### config.mk
export PLATFORM = sky130hd
export DESIGN_NAME = fvdp_acc
export DESIGN_NICKNAME = d
export VERILOG_FILES = /design/src/hw/rtl/float_vector_dot_product_unit_macros.svh /design/src/hw/rtl/fvdp_pkg.sv /design/src/hw/rtl/fvdp_acc.sv
export SDC_FILE = /design/constraint.sdc
export NUM_CORES = 2
export LEC_CHECK = 0
export BUFFER_PORTS_ARGS = -buffer_cell sky130_fd_sc_hd__buf_2
export CAP_MARGIN = 0
export CELL_PAD_IN_SITES_DETAIL_PLACEMENT = 1
export CELL_PAD_IN_SITES_GLOBAL_PLACEMENT = 2
export CORE_MARGIN = 2
export CORE_UTILIZATION = 36
export DETAILED_ROUTE_END_ITERATION = 10
export PLACE_DENSITY_LB_ADDON = 0.1
export SLEW_MARGIN = 10
export SYNTH_ARGS = -nofsm -noshare
export SYNTH_HDL_FRONTEND = slang
export SYNTH_SLANG_ARGS = --single-unit
### constraint.sdc
create_clock -name clk -period 28.2 [get_ports clk]
set_input_delay 2.82 -clock clk [delete_from_list [all_inputs] [get_ports clk]]
set_output_delay 2.82 -clock clk [all_outputs]
set_load 0.1 [all_outputs]
### src/hw/rtl/float_vector_dot_product_unit_macros.svh
// Assertion macros used by the dot product unit's top-level RTL file.
`ifndef FLOAT_VECTOR_DOT_PRODUCT_UNIT_MACROS_SVH
`define FLOAT_VECTOR_DOT_PRODUCT_UNIT_MACROS_SVH

// Same-cycle implication, sampled on clk and switched off during reset.
`define FVDP_ASSERT_IMP(lbl, ante, cons, msg) \
  lbl: assert property (@(posedge clk) disable iff (!rst_n) (ante) |-> (cons)) \
    else $error(msg);

// Next-cycle implication, sampled on clk and switched off during reset.
`define FVDP_ASSERT_NXT(lbl, ante, cons, msg) \
  lbl: assert property (@(posedge clk) disable iff (!rst_n) (ante) |=> (cons)) \
    else $error(msg);

`endif

### src/hw/rtl/fvdp_pkg.sv
// Types, constants and helper functions of the dot product unit.
package fvdp_pkg;

  localparam logic [63:0] CANON_NAN = 64'h7FF8_0000_0000_0000;
  localparam logic [63:0] POS_ZERO  = 64'h0;
  localparam logic        REG_ELEMENT_IS_DOUBLE = 1'b0;

  typedef struct packed {
    logic [63:0] a_bits;
    logic [63:0] b_bits;
    logic        operand_null;
    logic        last_element;
  } in_item_t;

  typedef struct packed {
    logic [63:0] sum_bits;
    logic        status;
  } out_item_t;

  typedef struct packed {
    logic valid;
    logic operand_null;
    logic last_element;
  } tag_t;

  typedef struct packed {
    tag_t        tag;
    logic [63:0] bits;
  } prod_t;

  function automatic logic [5:0] lzc53(input logic [52:0] v);
    logic [5:0] n;
    logic       found;
    n     = 6'd53;
    found = 1'b0;
    for (int i = 52; i >= 0; i--) begin
      if (!found && v[i]) begin
        n     = 6'(52 - i);
        found = 1'b1;
      end
    end
    return n;
  endfunction

endpackage

### src/hw/rtl/fvdp_acc.sv
// Binary64 accumulator with a round-to-nearest-even adder.
module fvdp_acc (
  input  logic                clk,
  input  logic                rst_n,
  input  logic                en,
  input  fvdp_pkg::prod_t     prod,
  output logic                res_vld,
  output fvdp_pkg::out_item_t res
);
  import fvdp_pkg::*;

  function automatic logic [5:0] lzc56(input logic [55:0] v);
    logic [5:0] n;
    logic       found;
    n     = 6'd56;
    found = 1'b0;
    for (int i = 55; i >= 0; i--) begin
      if (!found && v[i]) begin
        n     = 6'(55 - i);
        found = 1'b1;
      end
    end
    return n;
  endfunction

  function automatic logic [63:0] fadd(input logic [63:0] a, input logic [63:0] b);
    logic        a_nan, b_nan, a_inf, b_inf, a_zero, b_zero;
    logic [63:0] bg, sm;
    logic [10:0] ex, ey, diff;
    logic [52:0] mx, my;
    logic [55:0] x, y0, y, n;
    logic [56:0] s57;
    logic [5:0]  lz;
    logic [10:0] sh;
    logic [11:0] e;
    logic [53:0] m;
    logic [64:0] rw;
    a_nan  = (a[62:52] == 11'h7FF) && (a[51:0] != '0);
    b_nan  = (b[62:52] == 11'h7FF) && (b[51:0] != '0);
    a_inf  = (a[62:52] == 11'h7FF) && (a[51:0] == '0);
    b_inf  = (b[62:52] == 11'h7FF) && (b[51:0] == '0);
    a_zero = (a[62:0] == '0);
    b_zero = (b[62:0] == '0);
    if (a_nan || b_nan || (a_inf && b_inf && (a[63] != b[63]))) begin
      return CANON_NAN;
    end
    if (a_inf) begin
      return a;
    end
    if (b_inf) begin
      return b;
    end
    if (a_zero && b_zero) begin
      return {a[63] & b[63], 63'd0};
    end
    bg   = (a[62:0] >= b[62:0]) ? a : b;
    sm   = (a[62:0] >= b[62:0]) ? b : a;
    ex   = (bg[62:52] == '0) ? 11'd1 : bg[62:52];
    ey   = (sm[62:52] == '0) ? 11'd1 : sm[62:52];
    mx   = {(bg[62:52] != '0), bg[51:0]};
    my   = {(sm[62:52] != '0), sm[51:0]};
    diff = ex - ey;
    x    = {mx, 3'b000};
    y0   = {my, 3'b000};
    if (diff >= 11'd56) begin
      y = {55'd0, |my};
    end else begin
      y = (y0 >> diff) | {55'd0, |(y0 & ~({56{1'b1}} << diff))};
    end
    s57 = (bg[63] == sm[63]) ? ({1'b0, x} + {1'b0, y}) : ({1'b0, x} - {1'b0, y});
    if (s57 == '0) begin
      return POS_ZERO;
    end
    if (s57[56]) begin
      n = s57[56:1] | {55'd0, s57[0]};
      e = {1'b0, ex} + 12'd1;
    end else begin
      lz = lzc56(s57[55:0]);
      sh = ({5'd0, lz} > (ex - 11'd1)) ? (ex - 11'd1) : {5'd0, lz};
      n  = s57[55:0] << sh;
      e  = {1'b0, ex - sh};
    end
    m  = {1'b0, n[55:3]} + {53'd0, n[2] & (n[1] | n[0] | n[3])};
    rw = {1'b0, e - 12'd1, 52'd0} + {11'd0, m};
    if (rw[64:52] >= 13'd2047) begin
      return {bg[63], 11'h7FF, 52'd0};
    end
    return {bg[63], rw[62:0]};
  endfunction

  logic [63:0] acc_r, acc_nxt;
  logic        null_r, null_nxt;
  logic [63:0] sum;
  logic        is_null;

  always_comb begin
    sum      = fadd(acc_r, prod.bits);
    is_null  = null_r || prod.tag.operand_null;
    acc_nxt  = acc_r;
    null_nxt = null_r;
    if (en && prod.tag.valid) begin
      if (prod.tag.last_element) begin
        acc_nxt  = POS_ZERO;
        null_nxt = 1'b0;
      end else begin
        acc_nxt  = sum;
        null_nxt = is_null;
      end
    end
  end

  always_ff @(posedge clk) begin
    if (!rst_n) begin
      acc_r  <= POS_ZERO;
      null_r <= 1'b0;
    end else begin
      acc_r  <= acc_nxt;
      null_r <= null_nxt;
    end
  end

  assign res_vld      = prod.tag.valid && prod.tag.last_element;
  assign res.status   = is_null;
  assign res.sum_bits = is_null ? 64'd0 : sum;

endmodule

# Word-level counts from Yosys, hierarchy flattened
# Index checks and enable logic that the tools add are counted.
# classes
addsub	9
order_cmp	4
eq_ne	4
reduce_logical	135
bitwise_logic	8
shifts	3
mux	509
# op_table
op	n
$mux 64	19
$mux 56	11
$mux 1	407
$mux 6	62
$logic_not 63->1	2
$or 56x1->56	2
$logic_not 52->1	2
$reduce_bool 52->1	2
$mux 12	6
$add 64x54->65	1
$logic_and 1x1->1	64
$ge 63x63->1	1
$add 56x56->57	1
$logic_not 57->1	1
$mux 57	1
$sub 56x56->57	1
$and 56x56->56	1
$not 56->56	1
$reduce_or 56->1	1
$shl 56x11->56	1
$shl 56x11->56 const A	1
$shr 56x11->56	1
$logic_not 1->1	55
$add 53x1->54	1
other kinds (17)	27
# word_totals
ff_bits	65

# Depth between registers and ports, before layout
# logic_depth
word_depth	552
mapped_depth	107
mapped_depth_nobuf	90

# Worst setup path before layout
# No wires, ideal clock.
# synth_timing
path_kind	input-to-output
from	in prod[56] (netlist bit)
to	out res[18] (netlist bit)
path_stages	100
t_arrival_ps	24894
path_buffers	18
required_time_ps	25380
setup_slack_ps	486
cell_sequence	clkbuf_1 > inv_1 > ha_1 > nand4_1 > nor2_1 > a221oi_1 > o211ai_1 > nor4_4 > clkbuf_1 > clkbuf_1 > clkbuf_1 > buf_1 > mux2i_1 > nand4_1 > or3_1 > and2_1 > clkbuf_1 > ha_1 > [... 64 more ...] > nor4_1 > o32ai_1 > or3_1 > o311a_1 > o21ai_0 > and4b_1 > nand2_1 > xor2_1 > nor2b_1 > and2_1 > nand2_1 > or4_1 > nand3_1 > nor4_2 > or4_4 > buf_6 > buf_2 > nor3_1
# synth_lines
item	line	rtl
start: declaration	fvdp_acc.sv:6	input fvdp_pkg::prod_t prod,
end: declaration	fvdp_acc.sv:8	output fvdp_pkg::out_item_t res

==> run summary <==
status: finished, violations left
violated checks: capacitance limit, slew limit
die width: 293 µm
Fmax: 0.0360 GHz
top_reg_cell synth: dfxtp_1
HPWL after detailed placement: 168 mm
vias per cell: 7.14
layout cells sized above 1: 13.6%
dpl cell area: 33400 µm²
fin cells: 5800
post-synth cell types: 121
Routed Antenna Nets: 0
Post-synth EDFFs: 0
Iteration-0 DRC Markers: 5649
CP max-delay cell: a2111oi_0
P_leak: 13.6 nW
largest net degree at the start of global routing: 138
Cell Rows: 105
Ports: 136
register area: 1300 µm²
worst min path class: flop to flop
core box area: 82200 µm²
startpoint types: primary input
Starting Density: 36.4%
worst hold start: null_r
Syn Inst Count: 4655
CP Capture Type: output port
Final setup viols: 0
Largest stage delay, worst path: 930 ps
vias in the first global route: 39700
Die ar.: 85600 µm²
Die Height: 293 µm
final wirelength: 207 mm
Worst-Margin Slew: 1490 ps
first-pass GRT wire length: 290 mm
Synth Area in Adders: 8.53%
DRT Pass-1 Iters: 6
CP Class: primary input to output port
R2R Path Start: acc_r[16]
synthesized area per cell: 6.44 µm²
Crit path depth: 82
Layout area overhead: 14.3%
Filler Cells Inserted: 10600
Largest delay share family, worst path: simple AND/OR/NAND/NOR gates
Synth Area in Compound Gates: 35.9%
CP startpoint: prod[18]
Worst VDD drop: 0.0000670 V
DRC errors left: 0
CTS tree: built
flops & latches, synth: 65
Final Hold Viols: 0
Overflow after GRT: 0
Cell Pwr Density: 63.1 nW/µm²
CP max FO: 66
Reg2Reg Capture Point: acc_r[25]
PortBufs: 135
via count: 41400
Sink Count: 65
# H-tree levels: 3
final worst-path cycle share: 98.6%
largest area contributor in the netlist: ha_1
fin. max-slew vios: 1
worst setup path endpoint: res[24]
Rel. slew slack: -0.659%
largest family of logic cells by synthesized area: compound AO/OA/AOI/OAI gates
ys async rst share: 0%
Syn Std Cell Area: 30000 µm²
Synth Area in Simple Gates: 29.4%
final instance area: 34200 µm²
routability cong.: 1.12
WL/cell: 35.7 µm
hold_buf cts: 0
post-synthesis sequential area ratio: 4.34%
yosys warns: 0
Bufs and invs on worst path: 12
dpl cells: 5759
Clk pin slew, worst setup/hold paths: 60 ps
Reg2Reg Depth: 80
Worst EP required: 25380 ps
XOR/XNOR Fraction of Synth Area: 4.38%
Tot GR Track Use: 45.9%
initial antenna violation count: 6
Root Buffer: clkbuf_16
mux share of post-synthesis cell area: 9.68%
top cells by area, synth: ha_1 (8.2%), nand2_1 (6.7%), a21oi_1 (6.7%)
maxcap violations: 1
CTS max path bufs: 2
flop2flop setup slack: 5280 ps
cts bufs inserted: 9
footprint of the multi-input gates: 26900 µm²
Clock Latency Late Sink: 350 ps
Tmin final: 27800 ps
Post-layout nets: 4995
final setup skew: 10.8 ps
Worst Path Arrival: 24980 ps
area share of the largest cell type after synthesis: 8.23%
## synth_stat cells (40+ instances only)
cell type	count
nor3_1	185
o21ai_0	321
or3_1	43
xnor2_1	96
a21o_1	48
nor4_1	59
nor2_1	456
nand2b_1	46
o31ai_1	69
and2_1	40
buf_2	47
a31oi_1	53
ha_1	197
nand3_1	152
o211ai_1	80
dfxtp_1	65
inv_1	221
a211oi_1	93
a21oi_1	403
buf_1	45
nand4_1	85
nand2_1	538
mux2i_1	200
mux2_2	43
clkbuf_1	211
xor2_1	54
and3_1	64
## cell usage in the layout, fill, tap and decap left out, types with 50 or more instances in the layout
cell type / synthesis / final
nor2_1: 456 / 454
and3_1: 64 / 63
o211ai_1: 80 / 80
inv_1: 221 / 219
buf_12: 0 / 69
ha_1: 197 / 195
a31oi_1: 53 / 50
o21ai_0: 321 / 314
nand3_1: 152 / 151
nor4_1: 59 / 56
a211oi_1: 93 / 91
buf_2: 47 / 74
dfxtp_1: 65 / 65
nor3_1: 185 / 156
a21oi_1: 403 / 400
nand2_1: 538 / 536
xnor2_1: 96 / 92
nand4_1: 85 / 85
mux2i_1: 200 / 196
xor2_1: 54 / 50
o31ai_1: 69 / 68
buf_4: 13 / 243
## metal layers
layer | vias to the layer above | wire length (µm) | GRT usage (%)
li1 | 17600 | - | -
met1 | 20500 | 81400 | 58.2
met2 | 2611 | 87600 | 69.7
met3 | 678 | 21600 | 10.3
met4 | 10 | 16600 | 30.0
met5 | - | 63 | 0
## flip-flops by register name, summed over array words and instances, names as in the netlist
register,cells
acc_r,64
null_r,1
## kinds of logic (layout without fill, tap and decap cells)
family	after synthesis	in the layout
other	1	4
adder cells (fa/ha/maj)	203	203
AND/OR/NAND/NOR	1818	1821
XOR/XNOR	150	150
multiplexers	262	262
AO/OA/AOI/OAI	1597	1597
buffers and inverters	559	628
flip-flops	65	65
## where the power goes
group	switching, mW	internal (mW)	total [mW]
Sequential	0.0198	0.0981	0.118
Combinational	1.37	0.558	1.93
Clock	0.0441	0.0678	0.112
Total	1.44	0.724	2.16
## how the worst min path moves through the flow
stage / endpoint / slack [ps] / depth (start not counted)
global placement: null_r / 450 / 2
global route: null_r / 520 / 2
CTS: null_r / 490 / 2
detailed placement: null_r / 480 / 2
floorplan: null_r / 440 / 2
finish: null_r / 480 / 2
## stage by stage
stage	setup TNS, ps	total power [mW]	hold WS (ps)	setup WS (ps)	util [%]
finish	0	2.16	485	399	41.6
global route	-659	2.20	518	-66.0	41.6
CTS	0	2.06	489	22.3	41.0
detailed placement	-20130	1.94	476	-605	40.6
global placement	-12170	1.95	447	-426	40.6
floorplan	0	1.20	437	486	-
## tightest hold or removal path, stage by stage (launching register included)
cell     delay [ps]
dfxtp_1         330
a31oi_1          40
nor2_1           70
## final cells by class
class | count | area share [%]
tap | 1070 | 3.91
sequential | 65 | 3.80
clock buffer | 10 | 0.669
inverter | 227 | 2.49
timing repair buffer | 386 | 10.4
antenna | 1 | 0.00731
clock inverter | 5 | 0.168
multi-input combinational | 4036 | 78.5
## repair_timing
| action | CTS | global route |
|---|---|---|
| resized for setup | 8 | 56 |
| cloned | 1 | 2 |
| pin swaps | 3 | 9 |
| buffers inserted | 0 | 22 |
| setup endpoints to repair | 52 | 63 |
Note: power is estimated with default switching activity, not from simulation.
